File: src/sv/gte_pkg.sv
// shared types and constants for the graph traversal engine
`timescale 1ns / 1ps

package gte_pkg;

    // fixed field widths
    localparam int NODE_W      = 4;
    localparam int CFG_W       = 5;
    localparam int TALLY_W     = 5;
    localparam int MAX_RESULTS = 16;

    // node count after reset
    localparam logic [CFG_W-1:0] NODE_COUNT_RESET = 5'd16;

    // request modes
    typedef enum logic [1:0] {
        MODE_CLEAR = 2'd0,
        MODE_ADD   = 2'd1,
        MODE_BFS   = 2'd2,
        MODE_DFS   = 2'd3
    } t_mode;

    // sequencer states
    typedef enum logic [2:0] {
        S_IDLE,
        S_ADD_A,
        S_ADD_B,
        S_BSCAN,
        S_BNODE,
        S_DSCAN,
        S_DPOP,
        S_FIN
    } t_state;

    // input request
    typedef struct packed {
        t_mode             mode;
        logic [NODE_W-1:0] node_a;
        logic [NODE_W-1:0] node_b;
    } t_req;

    // result item
    typedef struct packed {
        logic [NODE_W-1:0] visited_node;
        logic              last;
    } t_res;

    // walk events toward the result stage
    typedef struct packed {
        logic              reach;
        logic              first;
        logic [NODE_W-1:0] node;
        logic              finish;
    } t_emit;

endpackage

File: src/sv/gte_result_out.sv
// result stage: holds the latest reached node and strobes results with the last flag
`timescale 1ns / 1ps

module gte_result_out (
    input  logic           i_clk,
    input  logic           i_rst_n,
    input  gte_pkg::t_emit i_emit,
    output logic           o_res_valid,
    output gte_pkg::t_res  o_res
);
    import gte_pkg::*;

    logic [NODE_W-1:0] r_pend;
    t_res              r_res;
    logic              r_res_vld;
    logic              push_prev;

    // a new node releases the one held before it
    assign push_prev = i_emit.reach && !i_emit.first;

    // strobe
    always_ff @(posedge i_clk) begin
        if (!i_rst_n) begin
            r_res_vld <= 1'b0;
        end else begin
            r_res_vld <= push_prev || i_emit.finish;
        end
    end

    // payload and held node
    always_ff @(posedge i_clk) begin
        if (push_prev) begin
            r_res <= '{visited_node: r_pend, last: 1'b0};
        end else if (i_emit.finish) begin
            r_res <= '{visited_node: r_pend, last: 1'b1};
        end
        if (i_emit.reach) begin
            r_pend <= i_emit.node;
        end
    end

    assign o_res_valid = r_res_vld;
    assign o_res       = r_res;

`ifndef NO_ASSERTIONS
    // a node is never found in the finishing cycle
    a_reach_finish_excl: assert property (@(posedge i_clk) disable iff (!i_rst_n)
        !(i_emit.reach && i_emit.finish))
        else $error("reach and finish in the same cycle");

    // finishing always delivers a flagged result
    a_finish_last: assert property (@(posedge i_clk) disable iff (!i_rst_n)
        i_emit.finish |=> (o_res_valid && o_res.last))
        else $error("finish without a last result");
`endif

endmodule

File: src/sv/graph_traversal_engine_top.sv
// top level: adjacency store, walk scratch memory and traversal sequencer
`timescale 1ns / 1ps

// Graph traversal engine. Requests are taken when start is high and busy is
// low. Clear returns straight to idle (row valid bits drop at once, no
// clearing pass); add edge steps through S_ADD_A and S_ADD_B (read-modify-
// write of both rows in the adjacency memory). A walk from node 0 keeps busy
// high through a scan for each node reached after node 0, a scan that finds
// nothing and then the row fetch behind the registered memory read for each
// node dequeued in BFS or popped in DFS, a final empty scan when the walk
// runs out of nodes, and a closing state. A DFS push needs no extra step since
// the child row is fetched in the cycle that reaches it. The adjacency and
// scratch memories both have a registered read. Results are strobed on
// o_res_valid one per cycle and cannot be held off by the receiver; the final
// one carries last. Node count writes are taken at any time but belong in
// idle periods.
module graph_traversal_engine_top #(
    parameter int MAX_NODES = 16
) (
    input  logic                       i_clk,
    input  logic                       i_rst_n,
    input  logic                       start,
    output logic                       busy,
    input  gte_pkg::t_req              i_req,
    output logic                       o_res_valid,
    output gte_pkg::t_res              o_res,
    input  logic                       i_cfg_valid,
    output logic                       o_cfg_ready,
    input  logic [gte_pkg::CFG_W-1:0]  i_cfg_data
);
    import gte_pkg::*;

    localparam int NW = $clog2(MAX_NODES);
    localparam int PW = $clog2(MAX_NODES + 1);

    // state and registers
    t_state                 r_state, n_state;
    t_req                   r_req;
    logic [CFG_W-1:0]       r_node_count;
    logic [MAX_NODES-1:0]   r_visited, n_visited;
    logic [TALLY_W-1:0]     r_tally, n_tally;
    logic [PW-1:0]          r_head, n_head;
    logic [PW-1:0]          r_tail, n_tail;
    logic [PW-1:0]          r_sp, n_sp;

    // memories
    logic [MAX_NODES-1:0]   r_adj_mem [MAX_NODES];
    logic [MAX_NODES-1:0]   r_adj_q;
    logic                   r_adj_vq;
    logic [MAX_NODES-1:0]   r_row_vld;
    logic [NW-1:0]          r_scr_mem [MAX_NODES];
    logic [NW-1:0]          r_scr_q;

    // memory controls
    logic                   adj_rd_en;
    logic [NW-1:0]          adj_rd_addr;
    logic                   adj_wr_en;
    logic [NW-1:0]          adj_wr_addr;
    logic [MAX_NODES-1:0]   adj_wr_row;
    logic                   tbl_clear;
    logic                   scr_rd_en;
    logic [NW-1:0]          scr_rd_addr;
    logic                   scr_wr_en;
    logic [NW-1:0]          scr_wr_addr;
    logic [NW-1:0]          scr_wr_data;

    // datapath
    logic                   take;
    logic                   edge_ok;
    logic [PW-1:0]          count_eff;
    logic [MAX_NODES-1:0]   count_mask;
    logic [MAX_NODES-1:0]   row;
    logic [MAX_NODES-1:0]   cand;
    logic [MAX_NODES-1:0]   low;
    logic [NW-1:0]          idx;
    logic [TALLY_W-1:0]     tally_n;
    logic                   done;
    logic [PW-1:0]          sp_m2;
    logic [MAX_NODES-1:0]   bit_a;
    logic [MAX_NODES-1:0]   bit_b;
    t_emit                  emit;

    assign take        = start && !busy;
    assign busy        = (r_state != S_IDLE);
    assign o_cfg_ready = 1'b1;
    assign edge_ok     = (int'(i_req.node_a) < MAX_NODES) && (int'(i_req.node_b) < MAX_NODES);

    // node count register
    always_ff @(posedge i_clk) begin
        if (!i_rst_n) begin
            r_node_count <= NODE_COUNT_RESET;
        end else if (i_cfg_valid) begin
            r_node_count <= i_cfg_data;
        end
    end

    // clamp node count to one .. MAX_NODES
    always_comb begin
        if (r_node_count == '0) begin
            count_eff = PW'(1);
        end else if (int'(r_node_count) > MAX_NODES) begin
            count_eff = PW'(MAX_NODES);
        end else begin
            count_eff = PW'(r_node_count);
        end
    end

    // nodes in use
    always_comb begin
        for (int j = 0; j < MAX_NODES; j++) begin
            count_mask[j] = (j < int'(count_eff));
        end
    end

    // unvisited neighbors of the fetched row, lowest first
    assign row  = r_adj_vq ? r_adj_q : '0;
    assign cand = row & ~r_visited & count_mask;
    assign low  = cand & (~cand + MAX_NODES'(1));

    always_comb begin
        idx = '0;
        for (int j = 0; j < MAX_NODES; j++) begin
            if (low[j]) begin
                idx = idx | NW'(j);
            end
        end
    end

    // walk stops on full visit or on the result limit
    assign tally_n = r_tally + TALLY_W'(1);
    assign done    = (int'(tally_n) >= int'(count_eff)) ||
                     (tally_n == TALLY_W'(MAX_RESULTS));
    assign sp_m2   = r_sp - PW'(2);
    assign bit_a   = MAX_NODES'(1) << r_req.node_a;
    assign bit_b   = MAX_NODES'(1) << r_req.node_b;

    // state register
    always_ff @(posedge i_clk) begin
        if (!i_rst_n) begin
            r_state <= S_IDLE;
        end else begin
            r_state <= n_state;
        end
    end

    // walk counters and visited map
    always_ff @(posedge i_clk) begin
        if (!i_rst_n) begin
            r_visited <= '0;
            r_tally   <= '0;
            r_head    <= '0;
            r_tail    <= '0;
            r_sp      <= '0;
        end else begin
            r_visited <= n_visited;
            r_tally   <= n_tally;
            r_head    <= n_head;
            r_tail    <= n_tail;
            r_sp      <= n_sp;
        end
    end

    // request capture
    always_ff @(posedge i_clk) begin
        if (take) begin
            r_req <= i_req;
        end
    end

    // next state and memory controls
    always_comb begin
        n_state     = r_state;
        n_visited   = r_visited;
        n_tally     = r_tally;
        n_head      = r_head;
        n_tail      = r_tail;
        n_sp        = r_sp;
        adj_rd_en   = 1'b0;
        adj_rd_addr = idx;
        adj_wr_en   = 1'b0;
        adj_wr_addr = NW'(r_req.node_a);
        adj_wr_row  = row | bit_b;
        tbl_clear   = 1'b0;
        scr_rd_en   = 1'b0;
        scr_rd_addr = r_head[NW-1:0];
        scr_wr_en   = 1'b0;
        scr_wr_addr = r_tail[NW-1:0];
        scr_wr_data = idx;
        emit        = '0;
        emit.node   = NODE_W'(idx);

        unique case (r_state)
            S_IDLE: begin
                if (take) begin
                    unique case (i_req.mode)
                        MODE_CLEAR: begin
                            tbl_clear = 1'b1;
                        end
                        MODE_ADD: begin
                            if (edge_ok) begin
                                adj_rd_en   = 1'b1;
                                adj_rd_addr = NW'(i_req.node_a);
                                n_state     = S_ADD_A;
                            end
                        end
                        MODE_BFS, MODE_DFS: begin
                            // node 0 is reached at once and sits at the bottom frame
                            n_visited   = MAX_NODES'(1);
                            n_tally     = TALLY_W'(1);
                            n_head      = PW'(1);
                            n_tail      = PW'(1);
                            n_sp        = PW'(1);
                            emit.reach  = 1'b1;
                            emit.first  = 1'b1;
                            emit.node   = '0;
                            scr_wr_en   = 1'b1;
                            scr_wr_addr = '0;
                            scr_wr_data = '0;
                            if (count_eff == PW'(1)) begin
                                n_state = S_FIN;
                            end else begin
                                adj_rd_en   = 1'b1;
                                adj_rd_addr = '0;
                                n_state     = (i_req.mode == MODE_BFS) ? S_BSCAN : S_DSCAN;
                            end
                        end
                    endcase
                end
            end
            S_ADD_A: begin
                adj_wr_en   = 1'b1;
                adj_wr_addr = NW'(r_req.node_a);
                adj_wr_row  = row | bit_b;
                adj_rd_en   = 1'b1;
                adj_rd_addr = NW'(r_req.node_b);
                n_state     = S_ADD_B;
            end
            S_ADD_B: begin
                adj_wr_en   = 1'b1;
                adj_wr_addr = NW'(r_req.node_b);
                adj_wr_row  = row | bit_a;
                n_state     = S_IDLE;
            end
            S_BSCAN: begin
                if (cand != '0) begin
                    // reach and enqueue the next neighbor
                    n_visited   = r_visited | low;
                    n_tally     = tally_n;
                    emit.reach  = 1'b1;
                    scr_wr_en   = 1'b1;
                    scr_wr_addr = r_tail[NW-1:0];
                    n_tail      = r_tail + PW'(1);
                    if (done) begin
                        n_state = S_FIN;
                    end
                end else if (r_head == r_tail) begin
                    n_state = S_FIN;
                end else begin
                    // dequeue the next node
                    scr_rd_en   = 1'b1;
                    scr_rd_addr = r_head[NW-1:0];
                    n_head      = r_head + PW'(1);
                    n_state     = S_BNODE;
                end
            end
            S_BNODE: begin
                adj_rd_en   = 1'b1;
                adj_rd_addr = r_scr_q;
                n_state     = S_BSCAN;
            end
            S_DSCAN: begin
                if (cand != '0) begin
                    // reach the child and descend into it
                    n_visited  = r_visited | low;
                    n_tally    = tally_n;
                    emit.reach = 1'b1;
                    if (done) begin
                        n_state = S_FIN;
                    end else begin
                        scr_wr_en   = 1'b1;
                        scr_wr_addr = r_sp[NW-1:0];
                        n_sp        = r_sp + PW'(1);
                        adj_rd_en   = 1'b1;
                        adj_rd_addr = idx;
                    end
                end else if (r_sp == PW'(1)) begin
                    n_sp    = '0;
                    n_state = S_FIN;
                end else begin
                    // pop and fetch the parent frame
                    n_sp        = r_sp - PW'(1);
                    scr_rd_en   = 1'b1;
                    scr_rd_addr = sp_m2[NW-1:0];
                    n_state     = S_DPOP;
                end
            end
            S_DPOP: begin
                adj_rd_en   = 1'b1;
                adj_rd_addr = r_scr_q;
                n_state     = S_DSCAN;
            end
            S_FIN: begin
                emit.finish = 1'b1;
                n_state     = S_IDLE;
            end
            default: begin
                n_state = S_IDLE;
            end
        endcase
    end

    // adjacency memory
    always_ff @(posedge i_clk) begin
        if (adj_wr_en) begin
            r_adj_mem[adj_wr_addr] <= adj_wr_row;
        end
        if (adj_rd_en) begin
            r_adj_q <= r_adj_mem[adj_rd_addr];
        end
    end

    // row valid bits: a row never written reads as no edges
    always_ff @(posedge i_clk) begin
        if (!i_rst_n) begin
            r_row_vld <= '0;
            r_adj_vq  <= 1'b0;
        end else begin
            if (tbl_clear) begin
                r_row_vld <= '0;
            end else if (adj_wr_en) begin
                r_row_vld[adj_wr_addr] <= 1'b1;
            end
            if (adj_rd_en) begin
                r_adj_vq <= r_row_vld[adj_rd_addr];
            end
        end
    end

    // queue and stack scratch memory
    always_ff @(posedge i_clk) begin
        if (scr_wr_en) begin
            r_scr_mem[scr_wr_addr] <= scr_wr_data;
        end
        if (scr_rd_en) begin
            r_scr_q <= r_scr_mem[scr_rd_addr];
        end
    end

    // result stage
    gte_result_out u_result_out (
        .i_clk       (i_clk),
        .i_rst_n     (i_rst_n),
        .i_emit      (emit),
        .o_res_valid (o_res_valid),
        .o_res       (o_res)
    );

`ifndef NO_ASSERTIONS
    // every reached node is counted exactly once
    a_tally_matches_visited: assert property (@(posedge i_clk) disable iff (!i_rst_n)
        (r_state == S_BSCAN || r_state == S_DSCAN) |->
            ($countones(r_visited) == int'(r_tally)))
        else $error("visited map and tally disagree");

    // the queue never runs past its tail
    a_bfs_head_tail: assert property (@(posedge i_clk) disable iff (!i_rst_n)
        (r_state == S_BSCAN) |-> (r_head <= r_tail))
        else $error("queue head beyond tail");

    // a depth-first scan always has a frame
    a_dfs_frame: assert property (@(posedge i_clk) disable iff (!i_rst_n)
        (r_state == S_DSCAN || r_state == S_DPOP) |-> (r_sp != '0))
        else $error("depth-first scan with empty stack");

    // results only follow walk activity
    a_res_from_walk: assert property (@(posedge i_clk) disable iff (!i_rst_n)
        o_res_valid |-> ($past(r_state) == S_BSCAN || $past(r_state) == S_DSCAN ||
                         $past(r_state) == S_FIN))
        else $error("result outside a walk");
`endif

endmodule
File: config.mk
export PLATFORM = sky130hd
export DESIGN_NAME = graph_traversal_engine_top
export DESIGN_NICKNAME = d
export VERILOG_FILES = /design/src/sv/gte_pkg.sv /design/src/sv/gte_result_out.sv /design/src/sv/graph_traversal_engine_top.sv
export SDC_FILE = /design/constraint.sdc
export NUM_CORES = 1
export LEC_CHECK = 0
export BUFFER_PORTS_ARGS = -buffer_cell sky130_fd_sc_hd__buf_4
export CAP_MARGIN = 40
export CELL_PAD_IN_SITES_DETAIL_PLACEMENT = 1
export CELL_PAD_IN_SITES_GLOBAL_PLACEMENT = 2
export CORE_UTILIZATION = 47
export DETAILED_ROUTE_END_ITERATION = 6
export GPL_ROUTABILITY_DRIVEN = 0
export PLACE_DENSITY = 0.92
export RECOVER_POWER = 100
export REMOVE_ABC_BUFFERS = 1
export SYNTH_ARGS = -nofsm -noshare
export SYNTH_HDL_FRONTEND = slang
export SYNTH_SLANG_ARGS = --single-unit
File: constraint.sdc
create_clock -name i_clk -period 6.9 [get_ports i_clk]
set_input_delay 0.69 -clock i_clk [delete_from_list [all_inputs] [get_ports i_clk]]
set_output_delay 0.69 -clock i_clk [all_outputs]
set_load 0.05 [all_outputs]
==> results of run 1 <==
-- layer usage --
| layer | vias up | share of wire, % | global-route usage, % |
|---|---|---|---|
| met1 | 6513 | 41 | 33.46 |
| met3 | 124 | 7.0 | 5.065 |
| met2 | 484 | 48 | 43.54 |
| met5 | - | 0 | 0 |
| met4 | 0 | 3.4 | 10.11 |
| li1 | 5845 | - | - |
-- path summary, 6_finish.rpt --
| check | from | to | slack [ns] | cells after the start |
|---|---|---|---|---|
| max reg2reg | r_adj_vq$_SDFFE_PN0P_ | r_adj_q[7]$_DFFE_PP_ | 1.54 | 11 |
| max | r_adj_vq$_SDFFE_PN0P_ | r_adj_q[7]$_DFFE_PP_ | 1.54 | 11 |
| min reg2reg | r_row_vld[8]$_SDFFE_PP0N_ | r_row_vld[8]$_SDFFE_PP0N_ | 0.47 | 2 |
| min | i_cfg_data[4] | r_node_count[4]$_SDFFE_PN1P_ | 0.36 | 3 |
-- registers in the layout (all words and copies together) (netlist names), 8 cells and up --
name,cells
r_adj_q,16
r_scr_mem,64
r_req,8
r_adj_mem,256
r_visited,16
r_row_vld,16
-- where the power goes --
| part | switching (mW) | internal (mW) | leakage [nW] | total (mW) |
|---|---|---|---|---|
| clock | 1.00 | 1.23 | 0.645 | 2.23 |
| combinational | 3.02 | 1.30 | 2.73 | 4.33 |
| sequential | 0.181 | 3.38 | 3.80 | 3.56 |
| total | 4.20 | 5.91 | 7.17 | 10.1 |
-- layout by cell type (no fill, tap or decap), drive strengths merged, types with 4 or more instances in the layout --
cell / count
xor2: 13
nor2: 126
a32oi: 18
and3b: 4
inv: 30
nand3b: 8
a21oi: 48
nand3: 79
ha: 12
or3: 13
mux2: 17
a211oi: 9
nand4: 12
xnor2: 6
o22ai: 6
a21o: 5
o21ai: 74
nor4: 4
clkinv: 18
nand2b: 9
dfxtp: 63
and3: 9
nand2: 307
and2: 12
clkbuf: 114
nor3b: 4
nor2b: 11
mux2i: 74
o211ai: 25
buf: 21
o221ai: 17
edfxtp: 356
nor3: 26
a21boi: 7
a31oi: 26
-- metrics by stage --
step / power (mW) / setup WS, ns
after floorplan: 6.262 / -1.780
after global placement: 7.690 / 2.540
after detailed placement: 8.050 / 2.379
after CTS: 10.32 / 2.325
after global routing: 10.60 / 1.147
final: 10.12 / 1.545
-- tightest hold or removal path, cell delays in order --
cell and delay (ns):
sky130_fd_sc_hd__buf_4 0.07, sky130_fd_sc_hd__nand2_1 0.04, sky130_fd_sc_hd__o211ai_1 0.09
-- final cells by class --
class | count | area [µm²] | share of cell area (%)
diodes | 2 | 5.005 | 0.02442
clock buffers | 58 | 1154 | 5.628
clock inverters | 23 | 187.7 | 0.9157
inverters | 28 | 105.1 | 0.5128
multi-input cells | 1030 | 6023 | 29.39
flip-flops and latches | 419 | 11950 | 58.31
well taps | 518 | 648.1 | 3.162
repair buffers | 77 | 421.7 | 2.057
-- kinds of logic after synthesis --
group                    Yosys count
AND/OR/NAND/NOR                  636
multiplexers                      94
AO/OA/AOI/OAI                    268
XOR/XNOR                          19
flip-flops                       419
adder cells (fa/ha/maj)           12
buffers and inverters            115
other                              1
==> impl_summary.txt, run 1 <==
----------------------------------------------------
[Final layout]
  Filler cell count in the final layout ... 3995
  Area growth from synthesis to final layout ... 10.46%
  Nets ... 1631
  Non-filler cells in the finished layout ... 2155
  Share of layout cells above drive strength 1 ... 7.462%
  Core occupancy in the finished layout ... 52.79%
  Cell area after layout ... 20500 µm²

[Placed design]
  Detailed placer's ending HPWL ... 32.77 mm
  Area of placed instances ... 19570 µm²
  Placed cells ... 2072
  Count of port buffers added during placement ... 25

[Pwr]
  Leakage ... 7.168 nW
  Total power density per cell area ... 493.6 nW/µm²
  Worst vdd rail ir drop ... 0.5820 mV

[Critical path]
  Bufs and invs on worst path ... 2
  Critical Path RT ... 7.17 ns
  Max Fanout on Critical Path ... 56
  Nature of the critical path endpoint ... flop
  Maximum single-stage delay on the critical path ... 0.99 ns
  Worst EP arrival ... 5.63 ns
  Most used cell along the critical path ... sky130_fd_sc_hd__nand3_1
  Cells along the critical path ... clkbuf_1, nand3b_1, a311oi_1, nor2_1, nand3_1, o31a_1, nand2b_2, clkbuf_2, nand3_1, a32oi_1, o221ai_1
  Highest-delay cell along the critical path ... sky130_fd_sc_hd__clkbuf_2
  Type of the worst setup path ... flop to flop
  Startpoint type of the worst setup path ... flop
  Kind of cell with the highest combined delay on the critical path ... buffers and inverters

[Yosys]
  Instance count of the mapped netlist ... 1564
  Async S/R FF share, synth ... 0%
  Largest cells by area after synthesis ... sky130_fd_sc_hd__edfxtp_1 58%, sky130_fd_sc_hd__dfxtp_1 6.8%, sky130_fd_sc_hd__nand2_1 6.2%
  Most used standard cells in the synthesized netlist ... 356 x sky130_fd_sc_hd__edfxtp_1, 307 x sky130_fd_sc_hd__nand2_1, 124 x sky130_fd_sc_hd__nor2_1, 78 x sky130_fd_sc_hd__nand3_1, 72 x sky130_fd_sc_hd__mux2i_1
  Sequential element share of the synthesized area ... 64.41%
  XOR/XNOR Fraction of Synth Area ... 0.8968%
  Cell area after synthesis ... 18560 µm²
  Multiplexer share of the synthesized area ... 5.523%
  Average cell area after synthesis ... 11.86 µm²
  Synth Area in Adders ... 0.8092%
  Most used standard cell by instance count after synthesis ... sky130_fd_sc_hd__edfxtp_1
  Synth unique cells ... 85
  Combinational family with the most area after synthesis ... simple AND/OR/NAND/NOR gates
  Post-Synth Simple-Gate Area ... 15.42%
  Number of register bits inferred by synthesis ... 419
  Synthesized-area fraction occupied by ao, oa, aoi and oai cells ... 9.798%
  Post-synth EDFFs ... 356
  Warnings from Yosys ... 0
  Prevailing post-synth register cell ... sky130_fd_sc_hd__edfxtp_1
  Biggest area consumer among synthesized cells ... sky130_fd_sc_hd__edfxtp_1
  Share of the synthesized area in the top cell type ... 57.61%

[Drt]
  Number of vias after detailed routing ... 12966
  Detailed-route wire length ... 52.36 mm
  DRT iter0 DRCs ... 905
  Remaining antenna violation count ... 0
  Via count normalized by instance count ... 6.017
  DR pass1 iterations ... 5
  DRC violations left ... 0
  Average wire per cell in the routed design ... 24.30 µm

[GRT]
  Global-route usage over all layers ... 26.03%
  Largest net degree at the start of global routing ... 131
  Number of antenna violations at the first check in global routing ... 2
  Overflow left after global routing ... 0
  Via count of the first global-routing pass ... 13569
  First-pass GRT wire length ... 79.48 mm

[STA]
  Max-slew violation count ... 76
  Setup repair after global routing missed its margin ... no
  Setup tns final ... 0 ns
  Final-report setup violation count ... 0
  Final worst path period share ... 77.62%
  Fmax ... 186.7 MHz
  Fin. Hold Viols ... 0
  Worst hold margin ... 0.3589 ns
  Max_slew headroom ... -54.78%
  Post-layout minimum cycle time ... 5.356 ns
  Largest clock skew in the final design ... 0.03042 ns
  Slew @ Worst Pin ... 2.313 ns

[Clock network]
  TritonCTS buffer count ... 44
  Number of buffers on the longest clock path ... 3
  Root Driver ... sky130_fd_sc_hd__clkbuf_16
  Clock latency of the later-clocked register in the worst-skew pair ... 0.60 ns
  Number of buffers inserted for hold repair after clock tree synthesis ... 0
  Post-CTS setup-driven buffer insertion count ... 0
  Htree depth ... 2
  CTS sink cnt ... 419
  Number of gates given a new drive strength after cts ... 0
  Clock-pin slew reported for the worst setup and hold paths after clock tree synthesis ... 0.06 ns
  CTS tree ... done

[Floorplanning]
  Die height ... 200.7 µm
  Top-Level Pins ... 27
  Row count ... 72
  Core area ... 38830 µm²
  Die Outline Area ... 40280 µm²
  Starting Density ... 47.79%
  Die Wd ... 200.7 µm

[Hold path]
  Class of the most critical hold timing path ... input port to flop

[Job]
  Max-Cap Viols ... 5

[Status]
  Run status ... complete, but fails checks
  Failing checks ... capacitance limit, slew limit

----------------------------------------------------
No activity file was read; power rests on OpenSTA's default activity.
==> run 2: changes to the inputs <==
- ABC_AREA: not set -> 1
- CORE_UTILIZATION: 47 -> 38
- PLACE_DENSITY: 0.92 -> 0.83
- clock period: 6.9 -> 4.73 ns (I/O delays scaled with it)
==> run 2 against run 1 <==
Count of clock-buffer cells in the layout is the same. Non-clock buffer count grew 1. Sequential power up 41%. Flip-flop and latch count did not move. Sequential share of layout area is 0.91 points lower. Highest routed layer unchanged. The flow still finishes with violations (capacitance limit, slew limit). Global-route usage shrank 4.0 points. Clock power increased by 61%. Total power rose by 45%. Utilization down 9.3 points.
==> impl_summary.txt, run 2 <==
----------------------------------------------------
[Yosys]
  Async S/R FF share, synth ... 0%
  Sequential element share of the synthesized area ... 64.65%
  Post-synth EDFFs ... 356
  Most used standard cell by instance count after synthesis ... sky130_fd_sc_hd__edfxtp_1
  Prevailing post-synth register cell ... sky130_fd_sc_hd__edfxtp_1
  Cell area after synthesis ... 18490 µm²
  Synth unique cells ... 49
  Share of the synthesized area in the top cell type ... 57.83%
  Warnings from Yosys ... 0
  Number of register bits inferred by synthesis ... 419
  Biggest area consumer among synthesized cells ... sky130_fd_sc_hd__edfxtp_1
  Average cell area after synthesis ... 10.56 µm²
  Instance count of the mapped netlist ... 1751
  Largest cells by area after synthesis ... sky130_fd_sc_hd__edfxtp_1 58%, sky130_fd_sc_hd__dfxtp_1 6.8%, sky130_fd_sc_hd__nor2_1 5.6%
  Most used standard cells in the synthesized netlist ... 356 x sky130_fd_sc_hd__edfxtp_1, 275 x sky130_fd_sc_hd__nor2_1, 230 x sky130_fd_sc_hd__nand2_1, 159 x sky130_fd_sc_hd__nand3_1, 139 x sky130_fd_sc_hd__inv_1

[Placed design]
  Count of port buffers added during placement ... 25
  Detailed placer's ending HPWL ... 33.31 mm
  Placed cells ... 2367
  Area of placed instances ... 19680 µm²

[Drt]
  Number of vias after detailed routing ... 13335
  DR pass1 iterations ... 5
  DRT iter0 DRCs ... 966
  Average wire per cell in the routed design ... 21.95 µm
  Detailed-route wire length ... 53.83 mm
  Remaining antenna violation count ... 0
  DRC violations left ... 0
  Via count normalized by instance count ... 5.438

[Floorplanning]
  Top-Level Pins ... 27
  Die Outline Area ... 49530 µm²
  Die height ... 222.6 µm
  Die Wd ... 222.6 µm
  Core area ... 47850 µm²
  Row count ... 80
  Starting Density ... 38.63%

[Clock network]
  Htree depth ... 2
  Number of gates given a new drive strength after cts ... 0
  TritonCTS buffer count ... 48
  Clock latency of the later-clocked register in the worst-skew pair ... 0.61 ns
  Number of buffers inserted for hold repair after clock tree synthesis ... 0
  Number of buffers on the longest clock path ... 3
  Post-CTS setup-driven buffer insertion count ... 0
  Clock-pin slew reported for the worst setup and hold paths after clock tree synthesis ... 0.06 ns
  CTS tree ... done
  CTS sink cnt ... 419
  Root Driver ... sky130_fd_sc_hd__clkbuf_16

[GRT]
  Number of antenna violations at the first check in global routing ... 1
  Routing usage on met1 ... 27.54%
  Met2 usage ... 38.00%
  Largest net degree at the start of global routing ... 137
  First-pass GRT wire length ... 82.83 mm
  GR met3 Demand/Resource ... 3.359%
  Via count of the first global-routing pass ... 14061
  Overflow left after global routing ... 0
  Global-route usage over all layers ... 22.02%
  Global route hottest layer ... met2

[Final layout]
  Number of flip-flops in the largest register ... 256
  Non-filler cells in the finished layout ... 2452
  Most frequent cells in the layout ... 356 x sky130_fd_sc_hd__edfxtp_1, 270 x sky130_fd_sc_hd__nor2_1, 231 x sky130_fd_sc_hd__nand2_1
  Leading cell type in the layout, fill and taps excluded ... sky130_fd_sc_hd__edfxtp_1
  Nets ... 1833
  Top reg by flops ... r_adj_mem
  Cell area after layout ... 20820 µm²
  Share of layout cells above drive strength 1 ... 7.353%
  Largest registers in the final layout ... r_adj_mem (256), r_scr_mem (64)
  Area growth from synthesis to final layout ... 12.64%
  Filler cell count in the final layout ... 5267

[STA]
  Final-report setup violation count ... 0
  Worst hold margin ... 0.09800 ns
  Max-slew violation count ... 180
  Slew @ Worst Pin ... 2.174 ns
  Largest clock skew in the final design ... 0.02762 ns
  Max_slew headroom ... -45.48%
  Fin. Hold Viols ... 0
  Setup repair after global routing missed its margin ... no
  Post-layout minimum cycle time ... 4.183 ns
  Fmax ... 239.1 MHz
  Final worst path period share ... 88.44%

[Critical path]
  Type of the worst setup path ... flop to flop
  Nature of the critical path endpoint ... flop
  Max Fanout on Critical Path ... 17
  Startpoint type of the worst setup path ... flop
  Flop-to-flop setup slack ... 0.55 ns
  Worst EP arrival ... 4.39 ns
  Critical Path RT ... 4.93 ns

[Pwr]
  Leakage ... 7.485 nW
  Worst vdd rail ir drop ... 0.9769 mV
  Total power density per cell area ... 704.6 nW/µm²

[Status]
  Failing checks ... capacitance limit, slew limit
  Run status ... complete, but fails checks

[Hold path]
  Class of the most critical hold timing path ... input port to flop

[Job]
  Max-Cap Viols ... 10

----------------------------------------------------
## run 2: changes by cell type after synthesis, moves of 14 or more
cell	previous run	this run
sky130_fd_sc_hd__a31oi_1	26	3
sky130_fd_sc_hd__o21ai_0	63	121
sky130_fd_sc_hd__mux2i_1	72	0
sky130_fd_sc_hd__nand2_1	307	230
sky130_fd_sc_hd__o211ai_1	25	102
sky130_fd_sc_hd__nor3_1	26	6
sky130_fd_sc_hd__o221ai_1	17	2
sky130_fd_sc_hd__a21oi_1	47	33
sky130_fd_sc_hd__mux2_2	15	0
sky130_fd_sc_hd__nor2_1	124	275
sky130_fd_sc_hd__inv_1	28	139
sky130_fd_sc_hd__a32oi_1	18	0
sky130_fd_sc_hd__or2_0	0	43
sky130_fd_sc_hd__nand3_1	78	159
## run 2: area by class of cell
type / count / area, µm² / area share, %
multi-input cells: 1101 / 5570 / 26.75
clock buffers: 58 / 1239 / 5.949
clock inverters: 26 / 254.0 / 1.220
inverters: 154 / 579.3 / 2.782
flip-flops and latches: 419 / 11950 / 57.40
well taps: 615 / 769.5 / 3.695
diodes: 1 / 2.502 / 0.01202
repair buffers: 78 / 456.7 / 2.193
## run 2: stage by stage
step                util [%]  power (mW)  setup WS (ns)  setup TNS (ns)
finish                 43.52       14.67         0.5470               0
global route           43.51       15.56         0.2285               0
CTS                    44.25       14.99         0.7402               0
detailed placement     41.13       11.36         0.7700               0
global placement       40.82       11.04         0.9243               0
floorplan                  -       8.860        -0.1008          -1.586
## run 2: path summary, 6_finish.rpt
path | start | end | cells after the start
worst max register to register | r_state[1]$_SDFFE_PN0P_ | r_adj_mem[14][2]$_DFFE_PP_ | 9
worst min-delay path | i_cfg_valid | r_node_count[4]$_SDFFE_PN1P_ | 2
worst min register to register | r_head[4]$_SDFFE_PN0P_ | r_head[4]$_SDFFE_PN0P_ | 1
worst max-delay path | r_state[1]$_SDFFE_PN0P_ | r_adj_mem[14][2]$_DFFE_PP_ | 9
## run 2: worst max-delay path: stages, from the launching register on
cell and delay, ns:
sky130_fd_sc_hd__dfxtp_1 0.42, sky130_fd_sc_hd__inv_1 0.10, sky130_fd_sc_hd__nor2_1 0.26, sky130_fd_sc_hd__nand2_1 0.37, sky130_fd_sc_hd__o21ai_0 0.46, sky130_fd_sc_hd__inv_1 0.12, sky130_fd_sc_hd__nor2_1 0.12, sky130_fd_sc_hd__inv_1 0.13
sky130_fd_sc_hd__nor2_1 0.83, sky130_fd_sc_hd__clkbuf_1 0.98
## run 2: kinds of logic after synthesis
group / Yosys count / synth area share [%]
simple gates: 763 / 18.23
fa+ha+maj: 12 / 0.8122
other cells: 1 / 0.02029
flops: 419 / 64.65
xor+xnor: 11 / 0.5212
compound gates: 314 / 10.41
buf+inv: 231 / 5.354
## run 2: layer usage
layer | wire, µm | share of wire [%]
met4 | 1820 | 3.4
met1 | 22890 | 43
met2 | 26720 | 50
met5 | 0 | 0
met3 | 2397 | 4.5
## run 2: where the power goes
| group | leakage [nW] | total (mW) | internal, mW | switching [mW] |
|---|---|---|---|---|
| Clock | 0.728 | 3.59 | 2.04 | 1.55 |
| Combinational | 2.95 | 6.06 | 1.70 | 4.36 |
| Sequential | 3.80 | 5.02 | 4.86 | 0.162 |
